### src/rtl/sitda_pkg.sv
// Constants and conversion functions for the integer to decimal text block.
package sitda_pkg;

	localparam int unsigned VALUE_W    = 32;
	localparam int unsigned CHAR_W     = 8;
	localparam int unsigned NUM_DIGITS = 10;
	localparam int unsigned BCD_W      = 4 * NUM_DIGITS;
	localparam int unsigned DIG_IDX_W  = $clog2(NUM_DIGITS);

	localparam logic [CHAR_W-1:0] CHAR_ZERO  = 8'd48;
	localparam logic [CHAR_W-1:0] CHAR_MINUS = 8'd45;
	localparam logic [CHAR_W-1:0] CHAR_NINE  = 8'd57;

	typedef logic [BCD_W-1:0] bcd_t;

	// Eight steps of shift-and-add-3, taking in one byte of the binary value, MSB first.
	function automatic bcd_t dd_step8(input bcd_t bcd_in, input logic [7:0] bits);
		bcd_t bcd;
		bcd = bcd_in;
		for (int i = 0; i < 8; i++) begin
			for (int d = 0; d < NUM_DIGITS; d++) begin
				if (bcd[4*d +: 4] >= 4'd5)
					bcd[4*d +: 4] = bcd[4*d +: 4] + 4'd3;
			end
			bcd = {bcd[BCD_W-2:0], bits[7-i]};
		end
		return bcd;
	endfunction

	// Index of the most significant nonzero digit; zero when every digit is zero.
	function automatic logic [DIG_IDX_W-1:0] top_digit(input bcd_t bcd);
		logic [DIG_IDX_W-1:0] idx;
		idx = '0;
		for (int d = 0; d < NUM_DIGITS; d++) begin
			if (bcd[4*d +: 4] != 4'd0)
				idx = DIG_IDX_W'(d);
		end
		return idx;
	endfunction

endpackage

### src/rtl/signed_int_to_decimal_ascii.sv
// Signed 32-bit integer to decimal ASCII text. A request on the input channel carries
// one two's complement value; its text leaves on the output channel one character per
// request, most significant first, with a leading '-' for negative values and last set
// on the final digit. A request passes through the conversion pipeline (the magnitude is
// formed first, then shift-and-add-3 takes in eight bits at a time) and then occupies
// the single character port for 1 to 11 characters: one per digit, plus one for the
// sign. The character port sets the sustained rate; up to five further requests
// are held in the pipeline while a text is being sent.
module signed_int_to_decimal_ascii (
	input  logic                                 clk,
	input  logic                                 arst_n,
	input  logic                                 in_valid,
	output logic                                 in_ready,
	input  logic signed [sitda_pkg::VALUE_W-1:0] value,
	output logic                                 out_valid,
	input  logic                                 out_ready,
	output logic        [sitda_pkg::CHAR_W-1:0]  character,
	output logic                                 last
);
	import sitda_pkg::*;

	localparam int unsigned LOW2_W = VALUE_W - 8;
	localparam int unsigned LOW3_W = VALUE_W - 16;
	localparam int unsigned LOW4_W = VALUE_W - 24;

	logic                 v_s1, v_s2, v_s3, v_s4, v_s5;
	logic                 free_s1, free_s2, free_s3, free_s4, free_s5;
	logic [VALUE_W-1:0]   mag_s1;
	logic                 neg_s1, neg_s2, neg_s3, neg_s4, neg_s5;
	bcd_t                 bcd_s2, bcd_s3, bcd_s4, bcd_s5;
	logic [LOW2_W-1:0]    low_s2;
	logic [LOW3_W-1:0]    low_s3;
	logic [LOW4_W-1:0]    low_s4;

	logic                 busy_q, sign_q;
	logic [DIG_IDX_W-1:0] idx_q;
	bcd_t                 digits_q;
	logic                 out_fire, done, emit_free, load;

	assign out_fire  = out_valid && out_ready;
	assign done      = out_fire && !sign_q && (idx_q == '0);
	assign emit_free = !busy_q || done;
	assign load      = v_s5 && emit_free;

	// A stage takes new data when it is empty or its content moves on this cycle.
	assign free_s5  = !v_s5 || emit_free;
	assign free_s4  = !v_s4 || free_s5;
	assign free_s3  = !v_s3 || free_s4;
	assign free_s2  = !v_s2 || free_s3;
	assign free_s1  = !v_s1 || free_s2;
	assign in_ready = free_s1;

	always_ff @(posedge clk or negedge arst_n) begin
		if (!arst_n) begin
			v_s1 <= 1'b0;
			v_s2 <= 1'b0;
			v_s3 <= 1'b0;
			v_s4 <= 1'b0;
			v_s5 <= 1'b0;
		end else begin
			if (free_s1) v_s1 <= in_valid;
			if (free_s2) v_s2 <= v_s1;
			if (free_s3) v_s3 <= v_s2;
			if (free_s4) v_s4 <= v_s3;
			if (free_s5) v_s5 <= v_s4;
		end
	end

	always_ff @(posedge clk) begin
		if (free_s1) begin
			neg_s1 <= value[VALUE_W-1];
			// Unsigned negation also gives the right magnitude for the most negative value.
			mag_s1 <= value[VALUE_W-1] ? (VALUE_W'(0) - VALUE_W'(value)) : VALUE_W'(value);
		end
		if (free_s2) begin
			neg_s2 <= neg_s1;
			bcd_s2 <= dd_step8('0, mag_s1[VALUE_W-1 -: 8]);
			low_s2 <= mag_s1[LOW2_W-1:0];
		end
		if (free_s3) begin
			neg_s3 <= neg_s2;
			bcd_s3 <= dd_step8(bcd_s2, low_s2[LOW2_W-1 -: 8]);
			low_s3 <= low_s2[LOW3_W-1:0];
		end
		if (free_s4) begin
			neg_s4 <= neg_s3;
			bcd_s4 <= dd_step8(bcd_s3, low_s3[LOW3_W-1 -: 8]);
			low_s4 <= low_s3[LOW4_W-1:0];
		end
		if (free_s5) begin
			neg_s5 <= neg_s4;
			bcd_s5 <= dd_step8(bcd_s4, low_s4);
		end
	end

	// Character emitter: the sign first if any, then digits from the top nonzero one down.
	always_ff @(posedge clk or negedge arst_n) begin
		if (!arst_n) begin
			busy_q <= 1'b0;
			sign_q <= 1'b0;
			idx_q  <= '0;
		end else if (load) begin
			busy_q <= 1'b1;
			sign_q <= neg_s5;
			idx_q  <= top_digit(bcd_s5);
		end else if (done) begin
			busy_q <= 1'b0;
		end else if (out_fire) begin
			if (sign_q)
				sign_q <= 1'b0;
			else
				idx_q <= idx_q - 1'b1;
		end
	end

	always_ff @(posedge clk) begin
		if (load)
			digits_q <= bcd_s5;
	end

	assign out_valid = busy_q;
	assign character = sign_q ? CHAR_MINUS
	                          : (CHAR_ZERO + {{(CHAR_W-4){1'b0}}, digits_q[4*idx_q +: 4]});
	assign last      = !sign_q && (idx_q == '0);

endmodule

### config.mk
export PLATFORM = sky130hd
export DESIGN_NAME = signed_int_to_decimal_ascii
export DESIGN_NICKNAME = d
export VERILOG_FILES = /design/src/rtl/sitda_pkg.sv /design/src/rtl/signed_int_to_decimal_ascii.sv
export SDC_FILE = /design/constraint.sdc
export NUM_CORES = 1
export LEC_CHECK = 0
export BUFFER_PORTS_ARGS = -buffer_cell sky130_fd_sc_hd__buf_2
export CAP_MARGIN = 20
export CORE_MARGIN = 3
export CORE_UTILIZATION = 60
export DETAILED_ROUTE_END_ITERATION = 7
export PLACE_DENSITY = 0.82
export SLEW_MARGIN = 0
export SYNTH_ARGS = -nofsm -noshare
export SYNTH_HDL_FRONTEND = slang
export SYNTH_SLANG_ARGS = --single-unit
### constraint.sdc
create_clock -name clk -period 13.5 [get_ports clk]
set_input_delay 1.35 -clock clk [delete_from_list [all_inputs] [get_ports clk]]
set_output_delay 1.35 -clock clk [all_outputs]
set_load 0.05 [all_outputs]
Word-level counts from Yosys, hierarchy flattened
Index checks and enable logic that the tools add are counted.
W data, S select, Z words.
- register bits: 266
- output and inout port bits: 11
- input port bits: 36
- logic and storage cells: 950
- magnitude comparators: 225
- muxes and demuxes: 439
- equal/unequal tests: 2
- add/sub/neg operators: 228
- reductions and logical operators: 32
- shift operators: 1
- operator list (cell ; number):
    $mux W4 ; 397
    $ge A4 B3 Y1 const B ; 222
    $add A4 B2 Y4 const B ; 204
    $mux W3 ; 34
    $add A3 B2 Y3 const B ; 18
    $shiftx A40 B7 Y4 ; 1
    $reduce_bool A4 Y1 ; 9
    $sub A1 B32 Y32 const A ; 1
    $mux W31 ; 1
    $add A3 B2 Y4 const B ; 2
    $add A6 B4 Y7 const A ; 1
    $logic_not A1 Y1 ; 7
    $mux W7 ; 1
    $ge A3 B3 Y1 const B ; 2
    $logic_or A1 B1 Y1 ; 6
    $mux W1 ; 6
    $logic_and A1 B1 Y1 ; 5
    $logic_not A4 Y1 ; 1
    $ne A2 B1 Y1 const B ; 2
    $reduce_bool A2 Y1 ; 2
    $sub A4 B1 Y4 const B ; 1
    $add A2 B2 Y3 const B ; 1
    $ge A2 B3 Y1 const B ; 1
    $reduce_and A3 Y1 ; 1
    $reduce_and A2 Y1 ; 1

Logic depth before layout (Yosys ltp)
Gate-level depths: netlist (run 1).
- depth in word-level cells: 28
- depth in mapped cells: 37
- depth with buffers taken out: 37

Worst setup path before layout (run 1)
Ideal clock, no wire load.
- kind: reg-to-reg
- from: register bcd_s4[28]
- to: register bcd_s5[38], data pin
- library setup time: 0.269 ns
- setup slack: 6.838 ns
- required time: 13.231 ns
- buffers on the path: 1
- cell stages (with the launch flop): 35
- arrival time: 6.394 ns
- clock period less this slack: 6.662 ns
- path through: edfxtp_1 -> inv_1 -> ha_1 -> inv_1 -> ha_1 -> a21oi_2 -> xnor2_1 -> inv_1 -> ha_1 -> or3_1 -> a31oi_1 -> mux2i_1 -> inv_1 -> ha_1 -> nor3_1 -> o31ai_1 -> inv_1 -> ha_1 -> or4_1 -> a311oi_1 -> or2_1 -> buf_2 -> or3_1 -> and2_1 -> o21ai_0 -> xnor2_1 -> ha_1 -> inv_1 -> ha_1 -> a21oi_1 -> xnor2_1 -> ha_1 -> nand2b_1 -> a21oi_1 -> mux2i_1
- word-level cells in the longest chain between the ends: 23
- elaborated cells on any way between the ends: 71
- those cells by class: 18 x add/sub; 18 x order compare; 35 x mux
- ends and longest elaborated chain (element ; line ; RTL):
    from (decl) ; signed_int_to_decimal_ascii.sv:30 ; bcd_t bcd_s2, bcd_s3, bcd_s4, bcd_s5;
    from (signal assigned) ; signed_int_to_decimal_ascii.sv:87 ; bcd_s4 <= dd_step8(bcd_s3, low_s3[LOW3_W-1 -: 8]);
    $add A4 B2 Y4 / $ge A4 B3 Y1 (equally long branches) ; sitda_pkg.sv:23, sitda_pkg.sv:22 ;
    $mux W4 * ; sitda_pkg.sv:22 ; if (bcd[4*d +: 4] >= 4'd5)
    $mux W4 * ; signed_int_to_decimal_ascii.sv:90 ; if (free_s5) begin
    $add A4 B2 Y4 / $ge A4 B3 Y1 (equally long branches) ; sitda_pkg.sv:23, sitda_pkg.sv:22 ;
    $mux W4 ; sitda_pkg.sv:22 ;
    $mux W4 ; signed_int_to_decimal_ascii.sv:90 ;
    $add A4 B2 Y4, or another cell as far along ; sitda_pkg.sv:23 ; bcd[4*d +: 4] = bcd[4*d +: 4] + 4'd3;
    $mux W4 / $mux W3 (equally long branches) ; sitda_pkg.sv:22 ;
    (+7 left out) ; - ;
    $add A4 B2 Y4, or another cell as far along ; sitda_pkg.sv:23 ;
    $mux W4 / $mux W3 (equally long branches) ; sitda_pkg.sv:22 ;
    $mux W4 / $mux W3 (equally long branches) ; signed_int_to_decimal_ascii.sv:90 ;
    $add A4 B2 Y4, or another cell as far along ; sitda_pkg.sv:23 ;
    $mux W4 / $mux W3 (equally long branches) ; sitda_pkg.sv:22 ;
    $mux W4 / $mux W3 (equally long branches) ; signed_int_to_decimal_ascii.sv:90 ;
    $ge A4 B3 Y1 / $add A3 B2 Y3 (equally long branches) ; sitda_pkg.sv:22, sitda_pkg.sv:23 ;
    $mux W3 * ; sitda_pkg.sv:22 ;
    to (signal assigned) ; signed_int_to_decimal_ascii.sv:92 ; bcd_s5 <= dd_step8(bcd_s4, low_s4);
    to (decl) ; signed_int_to_decimal_ascii.sv:30 ;
Mark *: on every way between the ends. The rest lies on a longest branch, timed or not. The select of a mux whose other input is x is not followed.
A chain may end at the register's enable or synchronous reset.

Worst setup path after layout (run 1)
Same ends and word-level chain as after synthesis.

==> results of run 1 <==
[worst max-delay path, delay by kind of cell (launching register included)]
family / cells / cell delay [ns]
AOI/OAI and AO/OA: 7 / 1.83
and+or+nand+nor: 7 / 1.71
adders and majority gates: 8 / 1.70
xor gates and xnor gates: 3 / 0.79
buffers and inverters: 6 / 0.64
DFF: 1 / 0.44
muxes: 2 / 0.42
[cell usage after synthesis (19+ instances only)]
cell type  instances  share of area (%)
nand2b_1          73                1.7
inv_1            214                3.0
nor3_1            75                1.4
o31ai_1           21               0.58
o21a_1            38                1.1
or2_2             39               0.90
o21ai_0          239                4.4
nor2_1           264                3.7
a21oi_1          238                4.4
o211ai_1          41                1.1
o21bai_1          27               0.75
and2_1            37               0.85
xor2_1            26               0.84
and3_1            23               0.53
a22oi_1           19               0.53
nand2_1          328                4.5
a21o_1            42                1.2
a31oi_1           41               0.95
nor4_1            19               0.44
a211o_1           27               0.87
clkbuf_1          75                1.0
o21ai_1           60                1.1
mux2_2            66                2.7
nand3_1           67                1.2
o22ai_1           38               0.88
edfxtp_1         227                 25
ha_1             146                6.7
o211a_1           19               0.70
a21boi_0          20               0.55
mux2i_1          111                4.1
or3_1             36               0.83
a211oi_1          54                1.5
nor2b_1           47                1.1
xnor2_1          105                3.4
[metal layers]
metal	track usage [%]	wire length (um)
met4	6.18	1140
met5	0	0
met1	28.5	25500
met3	2.20	2110
met2	43.1	28700
[metrics by stage]
step	std cells	hold slack (ns)	util, %
global placement	3868	0.402	62.5
finish	3921	0.416	64.6
floorplan	3319	0.400	-
detailed placement	3868	0.405	62.5
CTS	3920	0.419	64.6
global route	3921	0.423	64.6
[area by class of cell]
cell class              count  area (um^2)  area share [%]
well taps                 592          741            2.58
repair buffers             54          295            1.03
clock inverters            23          230           0.802
clock buffers              29          704            2.45
flip-flops and latches    238         7090            24.7
inverters                 222          833            2.90
multi-input cells        2763        18800            65.5
[cell families (layout without fill, tap and decap cells)]
family,count (synthesis),in the layout,share of synthesized area [%]
other,2,3,0.0277
flip-flops,238,238,26.2
AO/OA/AOI/OAI,1160,1160,29.3
multiplexers,192,192,7.88
AND/OR/NAND/NOR,1111,1111,20.0
XOR/XNOR,145,145,5.15
adder cells (fa/ha/maj),152,152,6.96
buffers and inverters,318,328,4.53
[worst max-delay path by stage]
stage	to	slack, ns	depth (start not counted)
2_1_floorplan	bcd_s5[38]	6.84	34
3_3_place_gp	bcd_s5[38]	6.44	33
3_5_place_dp	bcd_s5[38]	5.87	33
4_1_cts	bcd_s4[16]	5.77	25
5_1_grt	bcd_s5[38]	5.22	33
6_report	bcd_s5[38]	5.79	33
[state kept, by name (all words and copies together), names as in the netlist]
register / count
bcd_s4: 31
neg_s2: 1
out_valid: 1
bcd_s5: 40
digits_q: 40
v_s1: 1
v_s3: 1
v_s5: 1
v_s4: 1
v_s2: 1
neg_s3: 1
sign_q: 1
low_s4: 8
neg_s5: 1
bcd_s2: 10
bcd_s3: 21
neg_s4: 1
low_s3: 16
neg_s1: 1
mag_s1: 32
idx_q: 4
low_s2: 24
==> results_dict.tcl, run 1 <==
set metrics [dict create \
    status "finished clean" \
    fmax_ghz 0.130 \
    timing.slew.headroom_pct 29.2 \
    diodes 0 \
    drt_iter0_markers 1757 \
    cts-buffers-inserted 28 \
    period_needed_ns 7.71 \
    endpoint_kind "flip-flop" \
    die_y_um 219 \
    cp_data_arrival_time_ns 8.11 \
    slew_viol_final 0 \
    num_rows 77 \
    clockRootBuffer "clkbuf_16" \
    viasPerCell 6.32 \
    synth-warning-count 0 \
    synthFlopType "edfxtp_1" \
    worst_hold_path_type "reg2reg" \
    drive_above_1_share_pct 9.67 \
    clockBufferDepth 3 \
    grtUsageTotal_pct 23.1 \
    final_cell_mix "328 x nand2_1, 264 x nor2_1, 239 x o21ai_0" \
    die_w_um 219 \
    rrSetupSlack_ns 5.79 \
    ctsResizeCount 0 \
    dieArea_um2 47800 \
    clock_latency_ns 0.58 \
    crit_start "bcd_s4[28]" \
    reg2regPathDepth 33 \
    io_pins 47 \
    hp-start "mag_s1[5]" \
    grt_max_degree 48 \
    min_path_cells 0 \
    core-area_um2 44400 \
    routabilityCongestion 0.846 \
    initial_utilization_pct 61.0 \
    slowest_delay_ns 0.51 \
    setup_viol 0 \
    synth_edf_count 227 \
    max_slew.worst_pin.slew_ns 1.06 \
    drc 0 \
    nNetsFinal 3489 \
    ys_seq_area_share_pct 26.2 \
    htreeDepth 1 \
    ant_nets 0 \
    reg2reg_from "bcd_s4[28]" \
    synth_cells 3318 \
    synth_cell_types 122 \
    worstPathRequired_ns 13.90 \
    final_hold_viol_count 0 \
    clock_sinks 238 \
    detailedPlacementHpwl_um 43000 \
    wl_per_cell_um 14.7 \
    num_vias 24800 \
    hold_buffers 0 \
    drt-total-wl_um 57500 \
    cts_tree "yes" \
    path_max_fanout 8 \
    clk_transition_reported_paths_ns 0.06 \
    r2r_end "bcd_s5[38]" \
    path_class "reg2reg" \
    stdcell_area_um2 28700 \
    postCtsSetupBuffers 0 \
    synth_area_per_cell_um2 8.17 \
    io_buffer_count 43 \
    whs_endpoint "low_s2[5]" \
    grt_pass1_wl_um 98400 \
    final_common_cell "nand2_1" \
    placed_cell_area_um2 27800 \
    tns_ns 0 \
    cpMostUsedCell "ha_1" \
    areaGrowthSynthToFinish_pct 5.86 \
    syn_area_um2 27100 \
    cap_violations 0 \
    nFillCells 3507 \
    startpoint_type "flip-flop" \
    min_period_over_period_pct 57.1 \
    grt_pass1_vias 23000 \
    setup_ws_ns 5.79 \
    synth_seq_cells 238 \
    fin_skew_ns 0.0249 \
    antenna_found_initial 0 \
    gr-total-overflow 0 \
    rsz0062_at_grt "no" \
    pre_cts_slack_ns 5.87 \
    async_flop_share_pct 4.62 \
    dr.pass1.iters 6 \
    crit_slowest_cell "or4_1" \
]
Power of run 1 is left out: the tool's default activity adds up to more than one toggle a clock period on the data nets, which glitch-free logic cannot reach.
==> run 2, diff against run 1 <==
Settings changed: CORE_UTILIZATION 60 to 59, PLACE_DENSITY 0.82 to 0.83.
Clock period 13.5 ns to 6.55 ns, I/O delays scaled along.
==> results_dict.tcl, run 2 (synthesis gave the netlist of run 1 again) <==
set metrics [dict create \
    cap_violations 0 \
    areaGrowthSynthToFinish_pct 16.5 \
    die_w_um 220 \
    endpoint_kind "flip-flop" \
    path_max_fanout 8 \
    worstPathRequired_ns 6.88 \
    cts_tree "yes" \
    pre_cts_slack_ns -0.400 \
    min_period_over_period_pct 99.5 \
    antenna_found_initial 0 \
    period_needed_ns 6.52 \
    routabilityCongestion 0.850 \
    htreeDepth 1 \
    grt_pass1_wl_um 102000 \
    clockBufferDepth 3 \
    drt-total-wl_um 64400 \
    num_rows 77 \
    startpoint_type "flip-flop" \
    final_cells 4101 \
    path_delay_family "compound AO/OA/AOI/OAI gates" \
    place_inst 3948 \
    crit_buf_inv 7 \
    drive_above_1_share_pct 21.3 \
    timing.slew.headroom_pct 38.3 \
    dr.pass1.iters 7 \
    nNetsFinal 3669 \
    detailedPlacementHpwl_um 43900 \
    final_hold_viol_count 0 \
    clk_transition_reported_paths_ns 0.07 \
    grtUsageTotal_pct 23.8 \
    drt_iter0_markers 2540 \
    initial_utilization_pct 60.5 \
    drc 0 \
    clock_sinks 238 \
    cpMostUsedCell "inv_1" \
    wl_per_cell_um 15.7 \
    status "finished clean" \
    slew_viol_final 0 \
    placed_cell_area_um2 28400 \
    max_slew.worst_pin.slew_ns 0.900 \
    grt_max_degree 48 \
    path_class "reg2reg" \
    io_pins 47 \
    tns_ns 0 \
    nFillCells 3135 \
    die_y_um 220 \
    crit_slowest_cell "or4_4" \
    fmax_ghz 0.153 \
    worst_hold_path_type "in2reg" \
    clockRootBuffer "clkbuf_16" \
    gr-total-overflow 0 \
    diodes 0 \
    dieArea_um2 48600 \
    clock_latency_ns 0.59 \
    fin_skew_ns 0.0256 \
    stdcell_area_um2 31600 \
    ant_nets 0 \
    hp-start "value[0]" \
    top_regs "bcd_s5: 40 flops, digits_q: 40 flops, mag_s1: 32 flops" \
    io_buffer_count 43 \
    crit_start "bcd_s4[20]" \
    setup_ws_ns 0.0321 \
    reg2reg_from "bcd_s4[20]" \
    viasPerCell 6.38 \
    core-area_um2 44800 \
    cts-buffers-inserted 29 \
    grt_pass1_vias 23500 \
    slowest_delay_ns 0.51 \
    cp_data_arrival_time_ns 6.84 \
    final_cell_mix "322 x nand2_1, 247 x nor2_1, 227 x edfxtp_1" \
    final_common_cell "nand2_1" \
    setup_viol 0 \
    num_vias 26200 \
]
[run 2: cell count changes in the layout (fill, tap and decap cells not counted), sizes merged]
cell / before / now
buf: 54 / 232
clkinv: 14 / 9
inv: 224 / 229
clkinvlp: 4 / 1
bufinv: 3 / 5
clkbuf: 29 / 31
dlygate4sd3: 0 / 1
[run 2: repair_timing]
item | 4_1_cts | 5_1_grt
resized for setup | 47 | 276
endpoints found under the setup margin | 44 | 75
hold buffers | 1 | 0
setup buffers | 15 | 84
hold endpoints to repair | 11 | 0
pin swaps | 15 | 82
[run 2: final cells by class]
type                    instances  area, um^2  share of cell area (%)
flip-flops and latches        238        7090                    22.5
multi-input cells            2763       20200                    64.1
inverters                     222         833                    2.64
well taps                     592         741                    2.34
clock buffers                  31         733                    2.32
clock inverters                22         302                   0.955
repair buffers                233        1640                    5.20
[run 2: final timing paths]
kind,depth (start not counted),slack [ns],to
min,1,0.26,mag_s1[0]
max reg2reg,32,0.03,bcd_s5[33]
max,32,0.03,bcd_s5[33]
max in group asynchronous,2,5.70,idx_q[0]
min in group asynchronous,2,0.56,v_s3
min reg2reg,0,0.41,low_s4[3]
[run 2: stage by stage]
stage,util (%),hold WS [ns]
2_1_floorplan,-,0.359
3_3_place_gp,63.3,0.400
4_1_cts,66.4,0.232
6_report,70.5,0.263
3_5_place_dp,63.3,0.405
5_1_grt,70.5,0.243
[run 2: routing by layer]
| metal | vias up | GRT usage [%] | part of all wire, % |
|---|---|---|---|
| met4 | 0 | 6.40 | 2.8 |
| met3 | 165 | 2.28 | 4.2 |
| li1 | 12800 | - | - |
| met5 | - | 0 | 0 |
| met2 | 809 | 44.5 | 51 |
| met1 | 12300 | 29.1 | 42 |
Power of run 2 is left out for the same reason.
